File: src/design/clt_pkg.sv
// Shared types and constants for the command line tokenizer.
package clt_pkg;

	localparam logic [10:0] MAX_TOKENS = 11'd1024;

	localparam logic [7:0] CH_NUL   = 8'd0;
	localparam logic [7:0] CH_SPACE = 8'd32;
	localparam logic [7:0] CH_QUOTE = 8'd34;
	localparam logic [7:0] CH_STAR  = 8'd42;
	localparam logic [7:0] CH_SLASH = 8'd47;

	localparam int unsigned QUEUE_DEPTH = 4;
	localparam int unsigned QPTR_W      = $clog2(QUEUE_DEPTH);

	typedef enum logic [2:0] {
		MODE_WS,
		MODE_WS_SLASH,
		MODE_TOKEN,
		MODE_TOKEN_SLASH,
		MODE_QUOTED,
		MODE_COMMENT,
		MODE_COMMENT_STAR,
		MODE_DONE
	} mode_t;

	typedef enum logic [1:0] {
		KIND_BYTE      = 2'd0,
		KIND_TOKEN_END = 2'd1,
		KIND_LINE_END  = 2'd2
	} kind_t;

	typedef struct packed {
		kind_t       kind;
		logic [7:0]  data;
		logic [10:0] num;
	} result_t;

	// All results caused by one input byte; n counts the valid slots from 0.
	typedef struct packed {
		logic [1:0]         n;
		result_t [2:0]      res;
	} bundle_t;

	function automatic logic [10:0] idx_of(input logic [10:0] c);
		return (c == 11'd0) ? 11'd0 : c - 11'd1;
	endfunction

	function automatic logic is_space(input logic [7:0] b);
		return (b inside {[8'd1:CH_SPACE]}) || b[7];
	endfunction

	function automatic result_t mk_res(input kind_t k, input logic [7:0] d,
			input logic [10:0] num);
		result_t r;
		r.kind = k;
		r.data = d;
		r.num  = num;
		return r;
	endfunction

endpackage

File: src/design/command_line_tokenizer_core.sv
// Top level of the command line tokenizer: parser, bundle queue and result serializer.
//
//  channel  | handshake         | payload
//  ---------+-------------------+------------------------------------------
//  input    | push / full       | in_byte
//  result   | pop / empty       | kind, out_byte, token_number, last
//
// One byte is taken per cycle while full is low; the parser decides all its
// results in that cycle and queues them as one bundle (bytes with no result
// add nothing). Results leave one per cycle while pop is high, so a byte with k
// results holds the result side for k pops; the four-bundle queue absorbs bursts.
// Reset clears the parse mode, token count, queue pointers and result slot.
module command_line_tokenizer_core import clt_pkg::*; (
	input  logic        clk,
	input  logic        arst_n,
	input  logic        push,
	output logic        full,
	input  logic [7:0]  in_byte,
	output logic        empty,
	input  logic        pop,
	output logic [1:0]  kind,
	output logic [7:0]  out_byte,
	output logic [10:0] token_number,
	output logic        last
);

	logic    q_push, q_pop, q_full, q_empty;
	bundle_t in_bundle, head;

	assign full = q_full;

	clt_front u_front (
		.clk     (clk),
		.arst_n  (arst_n),
		.take    (push && !q_full),
		.in_byte (in_byte),
		.push    (q_push),
		.bundle  (in_bundle)
	);

	clt_queue u_queue (
		.clk    (clk),
		.arst_n (arst_n),
		.push   (q_push),
		.wdata  (in_bundle),
		.pop    (q_pop),
		.rdata  (head),
		.full   (q_full),
		.empty  (q_empty)
	);

	clt_back u_back (
		.clk          (clk),
		.arst_n       (arst_n),
		.head         (head),
		.q_empty      (q_empty),
		.q_pop        (q_pop),
		.pop          (pop),
		.empty        (empty),
		.kind         (kind),
		.out_byte     (out_byte),
		.token_number (token_number),
		.last         (last)
	);

	a_bundle_nonempty: assert property (@(posedge clk) disable iff (!arst_n)
		q_push |-> in_bundle.n != 2'd0)
		else $error("bundle with no results queued");

	a_kind_legal: assert property (@(posedge clk) disable iff (!arst_n)
		!empty |-> (kind == KIND_BYTE || kind == KIND_TOKEN_END || kind == KIND_LINE_END))
		else $error("result kind out of range");

	a_mark_byte_zero: assert property (@(posedge clk) disable iff (!arst_n)
		(!empty && kind != KIND_BYTE) |-> out_byte == 8'd0)
		else $error("mark carries a nonzero byte");

	a_line_end_last: assert property (@(posedge clk) disable iff (!arst_n)
		(!empty && kind == KIND_LINE_END) |-> last)
		else $error("line end is not the last result of its byte");

	a_hold_on_stall: assert property (@(posedge clk) disable iff (!arst_n)
		(!empty && !pop) |=> (!empty && $stable(kind) && $stable(token_number)))
		else $error("waiting result changed before transfer");

endmodule

File: src/design/clt_front.sv
// Front part: parse state machine that turns one byte into a bundle of results.
module clt_front import clt_pkg::*; (
	input  logic       clk,
	input  logic       arst_n,
	input  logic       take,
	input  logic [7:0] in_byte,
	output logic       push,
	output bundle_t    bundle
);

	mode_t       mode_q, mode_d;
	logic [10:0] count_q, count_d;

	logic        is_nul, is_sp, is_q, is_sl, is_st;
	logic        lim_c, lim_t;
	logic [10:0] cs, ci_c, ci_s, ct, ci_t;
	logic        tb_ws_slash, tb_tslash, tb;

	assign is_nul = (in_byte == CH_NUL);
	assign is_sp  = is_space(in_byte);
	assign is_q   = (in_byte == CH_QUOTE);
	assign is_sl  = (in_byte == CH_SLASH);
	assign is_st  = (in_byte == CH_STAR);

	assign lim_c = (count_q >= MAX_TOKENS);
	assign cs    = lim_c ? count_q : count_q + 11'd1;
	assign ci_c  = idx_of(count_q);
	assign ci_s  = idx_of(cs);

	// A held slash that turns out not to open a comment falls back into token handling.
	assign tb_ws_slash = (mode_q == MODE_WS_SLASH) && !is_sl && !is_st;
	assign tb_tslash   = (mode_q == MODE_TOKEN_SLASH) && !is_sl && !is_st;
	assign tb          = tb_ws_slash || tb_tslash || (mode_q == MODE_TOKEN);
	assign ct          = tb_ws_slash ? cs : count_q;
	assign lim_t       = (ct >= MAX_TOKENS);
	assign ci_t        = idx_of(ct);

	// Next state
	always_comb begin
		mode_d  = mode_q;
		count_d = count_q;
		if (tb) begin
			if (is_nul) begin
				mode_d  = MODE_WS;
				count_d = 11'd0;
			end else if (is_sp) begin
				mode_d  = lim_t ? MODE_DONE : MODE_WS;
				count_d = ct;
			end else if (is_q) begin
				mode_d  = lim_t ? MODE_DONE : MODE_QUOTED;
				count_d = lim_t ? ct : ct + 11'd1;
			end else if (is_sl) begin
				mode_d  = MODE_TOKEN_SLASH;
				count_d = ct;
			end else begin
				mode_d  = MODE_TOKEN;
				count_d = ct;
			end
		end else if (is_nul && mode_q != MODE_WS_SLASH && mode_q != MODE_TOKEN_SLASH) begin
			mode_d  = MODE_WS;
			count_d = 11'd0;
		end else begin
			case (mode_q)
				MODE_WS: begin
					if (is_sl) begin
						mode_d = MODE_WS_SLASH;
					end else if (!is_sp) begin
						mode_d  = is_q ? MODE_QUOTED : MODE_TOKEN;
						count_d = cs;
					end
				end
				MODE_WS_SLASH: begin
					mode_d = is_sl ? MODE_DONE : MODE_COMMENT_STAR;
				end
				MODE_TOKEN_SLASH: begin
					if (is_sl)
						mode_d = MODE_DONE;
					else
						mode_d = lim_c ? MODE_DONE : MODE_COMMENT_STAR;
				end
				MODE_QUOTED: begin
					if (is_q)
						mode_d = lim_c ? MODE_DONE : MODE_WS;
				end
				MODE_COMMENT: begin
					if (is_st)
						mode_d = MODE_COMMENT_STAR;
				end
				MODE_COMMENT_STAR: begin
					if (is_sl)
						mode_d = MODE_WS;
					else if (!is_st)
						mode_d = MODE_COMMENT;
				end
				default: begin
				end
			endcase
		end
	end

	// Outputs
	always_comb begin
		logic [1:0] n;
		n = 2'd0;
		bundle.res = '0;
		if (tb) begin
			if (tb_ws_slash || tb_tslash) begin
				bundle.res[n] = mk_res(KIND_BYTE, CH_SLASH, ci_t);
				n = n + 2'd1;
			end
			if (is_nul) begin
				bundle.res[n] = mk_res(KIND_TOKEN_END, 8'd0, ci_t);
				n = n + 2'd1;
				bundle.res[n] = mk_res(KIND_LINE_END, 8'd0, ct);
				n = n + 2'd1;
			end else if (is_sp || is_q) begin
				bundle.res[n] = mk_res(KIND_TOKEN_END, 8'd0, ci_t);
				n = n + 2'd1;
			end else if (!is_sl) begin
				bundle.res[n] = mk_res(KIND_BYTE, in_byte, ci_t);
				n = n + 2'd1;
			end
		end else begin
			case (mode_q)
				MODE_WS: begin
					if (is_nul) begin
						bundle.res[0] = mk_res(KIND_LINE_END, 8'd0, count_q);
						n = 2'd1;
					end else if (!is_sp && !is_sl && !is_q) begin
						bundle.res[0] = mk_res(KIND_BYTE, in_byte, ci_s);
						n = 2'd1;
					end
				end
				MODE_TOKEN_SLASH: begin
					bundle.res[0] = mk_res(KIND_TOKEN_END, 8'd0, ci_c);
					n = 2'd1;
				end
				MODE_QUOTED: begin
					if (is_nul) begin
						bundle.res[0] = mk_res(KIND_TOKEN_END, 8'd0, ci_c);
						bundle.res[1] = mk_res(KIND_LINE_END, 8'd0, count_q);
						n = 2'd2;
					end else if (is_q) begin
						bundle.res[0] = mk_res(KIND_TOKEN_END, 8'd0, ci_c);
						n = 2'd1;
					end else begin
						bundle.res[0] = mk_res(KIND_BYTE, in_byte, ci_c);
						n = 2'd1;
					end
				end
				MODE_COMMENT, MODE_COMMENT_STAR, MODE_DONE: begin
					if (is_nul) begin
						bundle.res[0] = mk_res(KIND_LINE_END, 8'd0, count_q);
						n = 2'd1;
					end
				end
				default: begin
				end
			endcase
		end
		bundle.n = n;
		push     = take && (n != 2'd0);
	end

	always_ff @(posedge clk or negedge arst_n) begin
		if (!arst_n) begin
			mode_q  <= MODE_WS;
			count_q <= 11'd0;
		end else if (take) begin
			mode_q  <= mode_d;
			count_q <= count_d;
		end
	end

endmodule

File: src/design/clt_queue.sv
// Short bundle queue between the parser and the result serializer.
module clt_queue import clt_pkg::*; (
	input  logic    clk,
	input  logic    arst_n,
	input  logic    push,
	input  bundle_t wdata,
	input  logic    pop,
	output bundle_t rdata,
	output logic    full,
	output logic    empty
);

	bundle_t           slot_q [QUEUE_DEPTH];
	logic [QPTR_W-1:0] wr_q, rd_q;
	logic [QPTR_W:0]   fill_q;
	logic              do_push, do_pop;

	assign full    = (fill_q == QPTR_W'(0) + (QPTR_W+1)'(QUEUE_DEPTH));
	assign empty   = (fill_q == '0);
	assign do_push = push && !full;
	assign do_pop  = pop && !empty;
	assign rdata   = slot_q[rd_q];

	always_ff @(posedge clk) begin
		if (do_push)
			slot_q[wr_q] <= wdata;
	end

	always_ff @(posedge clk or negedge arst_n) begin
		if (!arst_n) begin
			wr_q   <= '0;
			rd_q   <= '0;
			fill_q <= '0;
		end else begin
			if (do_push)
				wr_q <= wr_q + QPTR_W'(1);
			if (do_pop)
				rd_q <= rd_q + QPTR_W'(1);
			case ({do_push, do_pop})
				2'b10:   fill_q <= fill_q + (QPTR_W+1)'(1);
				2'b01:   fill_q <= fill_q - (QPTR_W+1)'(1);
				default: fill_q <= fill_q;
			endcase
		end
	end

endmodule

File: src/design/clt_back.sv
// Back part: hands the results of the head bundle out one per transfer.
module clt_back import clt_pkg::*; (
	input  logic        clk,
	input  logic        arst_n,
	input  bundle_t     head,
	input  logic        q_empty,
	output logic        q_pop,
	input  logic        pop,
	output logic        empty,
	output logic [1:0]  kind,
	output logic [7:0]  out_byte,
	output logic [10:0] token_number,
	output logic        last
);

	logic [1:0] sel_q;
	result_t    cur;

	assign cur          = head.res[sel_q];
	assign empty        = q_empty;
	assign kind         = cur.kind;
	assign out_byte     = cur.data;
	assign token_number = cur.num;
	assign last         = (sel_q == head.n - 2'd1);
	assign q_pop        = pop && !q_empty && last;

	// Advance through the bundle; drop it from the queue after its last result.
	always_ff @(posedge clk or negedge arst_n) begin
		if (!arst_n)
			sel_q <= 2'd0;
		else if (pop && !q_empty)
			sel_q <= last ? 2'd0 : sel_q + 2'd1;
	end

endmodule
File: config.mk
export PLATFORM = sky130hd
export DESIGN_NAME = command_line_tokenizer_core
export DESIGN_NICKNAME = d
export VERILOG_FILES = /design/src/design/clt_pkg.sv /design/src/design/command_line_tokenizer_core.sv /design/src/design/clt_front.sv /design/src/design/clt_queue.sv /design/src/design/clt_back.sv
export SDC_FILE = /design/constraint.sdc
export NUM_CORES = 1
export LEC_CHECK = 0
export ABC_CLOCK_PERIOD_IN_PS = 12500
export BUFFER_PORTS_ARGS = -buffer_cell sky130_fd_sc_hd__buf_2
export CORE_ASPECT_RATIO = 1.4
export CORE_MARGIN = 4
export CORE_UTILIZATION = 45
export DETAILED_ROUTE_END_ITERATION = 8
export PLACE_DENSITY = 0.6
export RECOVER_POWER = 25
export REMOVE_ABC_BUFFERS = 1
export SLEW_MARGIN = 20
export SYNTH_ARGS = -nofsm -noshare
export SYNTH_HDL_FRONTEND = slang
export SYNTH_HIERARCHICAL = 1
export SYNTH_SLANG_ARGS = --single-unit
File: constraint.sdc
create_clock -name clk -period 12.5 [get_ports clk]
set_input_delay 0 -clock clk [delete_from_list [all_inputs] [get_ports clk]]
set_output_delay 0 -clock clk [all_outputs]
set_load 0.1 [all_outputs]
# Yosys cells after proc, flatten, opt, wreduce, memory -nomap -nowiden
# Memory sizes are Yosys's and may differ from the RTL's.
# Cells that the tools add are included.
# Widths: inputs -> output; s select.
# word_totals
elab_cells	163
ramBits	260
memories	1
input_bits	12
out_inout_bits	24
reg_bits	23
# memory_table
name	depth	width	read_ports	rd_ports_with_merged_regs	wr	line_no	text
u_queue.slot_q	4	65	1	0	1	clt_queue.sv:13	bundle_t slot_q [QUEUE_DEPTH];
# op_classes
order_cmp	9
n_mux	72
eq_ne	22
n_reduce_logical	40
add_sub_neg	13
# op_table
cell	count
$bwmux 63	3
$mux 21	9
$mux 63	3
$mux 11	14
$demux 21 s2	2
$pmux 21 s4	1
$mux 3	15
$bmux 21 s2	1
$mux 42	1
$logic_not 11->1	3
$sub 11x1->11 const B	3
$eq 8x6->1 const B	3
$add 11x1->11 const B	2
$ge 11x11->1 const B	2
$mux 20	1
$mux 19	1
$pmux 3 s6	1
$logic_and 1x1->1	17
$mux 17	1
$mux 2	8
$eq 3x3->1 const B	5
$add 2x1->2 const B	5
$lt 2x3->1 const B	3
$mux 1	9
29 further kinds	43

# Longest topological paths before layout
# depth
word_depth	17
depth_mapped	17
ltp_nobuf	15

# Cells and area by module
# The synthesis kept the hierarchy.
# modules_own_cells
mod	area_per_inst_um2	seq_area_each_um2	n_inst	cells_per_inst
clt_queue	9831.9	7982.7	1	377
clt_front	3846.2	350.3	1	577
clt_back	591.8	50.0	1	88
command_line_tokenizer_core	13.8	0.0	1	1

# Worst setup path after synthesis
# No wires, ideal clock.
# synth_path
path_type	register -> register
startpoint	register u_queue.fill_q[0]
endpoint	memory u_queue/slot_q[0][0] in the netlist's numbering, enable pin
path_stages_with_launch	6
required_time_ns	11.949
arrival_ns	4.410
setup_ns	0.551
path_buffers	0
path_slack_ns	7.539
period_less_slack_ns	4.961
cell_sequence	dfrtp_1 nor3b_1 nor2b_4 o21a_1 nor2b_1 and2_1
# synth_between
elab_chain_len	7
# synth_lines
element	line_no	text
start, declared	clt_queue.sv:15	logic [QPTR_W:0] fill_q;
start signal, assigned	clt_queue.sv:40	2'b10: fill_q <= fill_q + (QPTR_W+1)'(1);
start signal, assigned	clt_queue.sv:41	2'b01: fill_q <= fill_q - (QPTR_W+1)'(1);
start signal, assigned	clt_queue.sv:42	default: fill_q <= fill_q;
$eq 3x3->1	clt_queue.sv:18	assign full = (fill_q == QPTR_W'(0) + (QPTR_W+1)'(QUEUE_DEPTH));
named net full	command_line_tokenizer_core.sv:17	output logic full,
$logic_not 1->1	command_line_tokenizer_core.sv:35	.take (push && !q_full),
$logic_and 1x1->1	command_line_tokenizer_core.sv:35	
$logic_and 1x1->1	clt_front.sv:162	push = take && (n != 2'd0);
named net q_push	command_line_tokenizer_core.sv:27	logic q_push, q_pop, q_full, q_empty;
$logic_and 1x1->1	clt_queue.sv:20	assign do_push = push && !full;
$mux 1	clt_queue.sv:25	if (do_push)
$mux 1 (not written as such)	clt_queue.sv:26	slot_q[wr_q] <= wdata;
end, declared	clt_queue.sv:13	
# The timed path passes the listed nets, and every way through them passes these cells.

==> impl_metrics.py <==
metrics = {
    "outcome": {
        "status": "complete, but fails checks",
        "violations": "max-capacitance violations, max-slew violations",
    },
    "synthesis": {
        "yosys-top-cells-area": "edfxtp_1, mux4_2, dfrtp_1",
        "synth-edff-count": 260,
        "yosys.area.top_type_share_pct": 54.7,
        "synthSimpleGateAreaFrac_pct": 10.5,
        "ys_seq_area_share_pct": 58.7,
        "synth_compound_area_share_pct": 10.3,
        "synthMuxAreaShare_pct": 12.7,
        "synth_top_family_by_area": "multiplexers",
        "synthAdderAreaFrac_pct": 1.02,
        "ys_warn_count": 6,
        "synthFlopType": "edfxtp_1",
        "syn-instance-count": 1043,
        "synth_area_um2": 14300,
        "synth_top_area_cell": "edfxtp_1",
        "postSynth.asyncResetShare_pct": 8.13,
        "synth.avg_cell_area_um2": 13.7,
        "ys_types": 90,
        "synth_xor_area_share_pct": 2.88,
        "synth_seq_cells": 283,
    },
    "timing": {
        "max_freq_ghz": 0.165,
        "fin_crit_sh_pct": 48.4,
        "fin_ws_ns": 6.45,
        "worst_pin_slew_ns": 4.12,
        "setup_tns_ns": 0,
        "rsz0062_at_grt": "false",
        "fin_crit_ns": 6.05,
        "skew_ns": 0.00983,
        "finalMaxSlewViolations": 66,
        "setup_viol": 0,
        "final-hold-violation-count": 0,
        "slew_headroom_pct": -175,
    },
    "floorplan": {
        "num_io_pins": 36,
        "die_x_um": 159,
        "start_util_pct": 45.9,
        "row_count": 76,
        "coreArea_um2": 31100,
        "die_y_um": 219,
        "dieArea_um2": 34700,
    },
    "setup_path": {
        "endpoint_kind": "flop",
        "worst-setup-path-type": "reg -> reg",
        "worstRegToRegCells": 12,
        "cp.arrival_ns": 6.51,
        "required_ns": 12.96,
        "startpoint_type": "flop",
        "cp_max_fo": 65,
    },
    "place": {
        "placed_area_um2": 14700,
        "portBuffers": 35,
        "dp_slack_ns": 7.50,
        "dp_hpwl_mm": 23.2,
        "gp_congestion": 0.915,
    },
    "clock_network": {
        "htree_num_levels": 1,
        "clockBufferDepth": 3,
        "cts_tree": "built",
        "post_cts_resized": 0,
        "numCtsBuffers": 26,
        "clock-sinks": 283,
        "clk_pin_slew_ns": 0.06,
        "cts-root-buf": "clkbuf_16",
        "clock_latency_ns": 0.53,
    },
    "power_and_ir_drop": {
        "fin_total_pwr_mw": 4.26,
        "p_leak_nw": 5.13,
        "swShare_pct": 43.9,
        "p_int_mw": 2.39,
        "net-switching-power_mw": 1.87,
        "p_comb_share_pct": 47.6,
        "p_per_area_nw_per_um2": 274,
        "pwr-share-clk_pct": 18.6,
        "vdd_drop_max_uv": 189,
        "p_seq_share_pct": 33.7,
    },
    "detailed_routing": {
        "dr_total_vias": 9127,
        "drtAntennaViolNets": 0,
        "drt_iter0_drc": 1095,
        "drt-total-wl_mm": 35.3,
        "wl_per_cell_um": 24.0,
        "drc_errors": 0,
        "drt-pass1-iter-count": 5,
        "vias_per_cell": 6.21,
    },
    "grt": {
        "grt_start_max_net_pins": 66,
        "track_usage_pct": 20.5,
        "overflow": 0,
        "grt_pass1_wl_mm": 54.3,
        "grt_antenna_before_repair": 1,
        "grt_pass1_vias": 9133,
    },
    "job": {
        "cap_violations": 1,
    },
    "layout": {
        "area.sequential_um2": 8390,
        "finish.instance_area_um2": 15500,
        "nets": 1082,
        "drive_gt1_share_pct": 16.2,
        "layout_common_cells": "edfxtp_1, nand2_1, o21ai_0, mux4_2, nor2_1",
        "multi_input_area_um2": 5380,
        "n_fill_cell": 2688,
        "antenna_cells": 0,
        "final_common_cell": "edfxtp_1",
        "area_growth_pct": 8.84,
    },
    "min_path": {
        "whs_path_depth": 2,
        "hp-class": "in -> reg",
    },
}
## power by group through the flow
stage / sequential (mW) / clock (mW) / combinational (mW)
after global routing: 1.46 / 0.855 / 2.16
after floorplan: 1.50 / 0 / 1.48
after detailed placement: 1.46 / 0 / 2.01
after global placement: 1.45 / 0 / 2.01
after CTS: 1.44 / 0.814 / 2.02
final: 1.44 / 0.794 / 2.03
## per-stage QoR
| stage | cells | hold WS, ns | util, % |
|---|---|---|---|
| finish | 1469 | 0.0405 | 50.0 |
| global route | 1469 | 0.0296 | 50.0 |
| CTS | 1469 | 0.000556 | 50.1 |
| detailed placement | 1413 | 0.0417 | 47.1 |
| global placement | 1413 | 0.0302 | 47.1 |
| floorplan | 971 | -0.296 | - |
## synthesized netlist by cell type (all sizes together), types with 9 or more instances
cell type	count
dfrtp	23
nand2	80
o22ai	12
ha	10
clkbuf	39
o21ai	70
nor3	31
xor2	10
and2	16
a21oi	41
nor2	58
inv	19
edfxtp	260
xnor2	34
nor2b	9
nand3	13
mux4	65
and3	10
mux2i	30
buf	42
or3	13
## what timing repair did
item / 4_1_cts / 5_1_grt
hold buffers: 8 / 0
buffers inserted: 0 / 0
hold endpoints to repair: 49 / 0
## flip-flops by register name, indices dropped and copies added, names as in the netlist
register / count
u_back/sel_q: 2
u_queue/fill_q: 3
u_queue/slot_q: 260
u_front/mode_q: 3
u_queue/wr_q: 2
u_queue/rd_q: 2
u_front/count_q: 11
## routing by layer
metal,wire (um),part of all wire [%],global-route usage [%]
met1,14300,40,27.6
met2,17100,48,32.9
met3,2060,5.8,2.82
met4,1860,5.3,9.62
met5,0,0,0
## cell type report
class / count / share of cell area (%)
Sequential cell: 283 / 54.0
Multi-Input combinational cell: 667 / 34.6
Clock buffer: 39 / 4.83
Tap cell: 390 / 3.14
Timing Repair Buffer: 60 / 2.29
Clock inverter: 9 / 0.668
Inverter: 21 / 0.507
## kinds of logic after synthesis
group	Yosys count
adders and majority gates	11
AOI/OAI and AO/OA	216
and+or+nand+nor	287
buffers and inverters	102
xor gates and xnor gates	44
muxes	99
other	1
DFF	283
## worst paths after layout
| check | endpoint | startpoint | slack (ns) |
|---|---|---|---|
| max in group asynchronous | u_queue/rd_q[0] | arst_n | 11.16 |
| max | u_queue/fill_q[2] | u_queue/rd_q[1] | 6.45 |
| min reg2reg | u_queue/rd_q[1] | u_queue/rd_q[1] | 0.48 |
| max reg2reg | u_queue/fill_q[2] | u_queue/rd_q[1] | 6.45 |
| min in group asynchronous | u_front/count_q[9] | arst_n | 0.33 |
| min | u_queue/slot_q[1][33] | in_byte[1] | 0.04 |
## worst max-delay path: stages (launching register included)
cell,delay (ns)
dfrtp_2,0.36
clkbuf_1,2.88
mux4_2,0.80
xnor2_1,0.10
or3b_1,0.39
a21oi_1,0.17
o31a_1,0.22
ha_1,0.21
inv_1,0.06
fa_1,0.37
xor2_1,0.15
nor2_1,0.11
xor2_1,0.15
No activity file was read; power rests on OpenSTA's default activity.
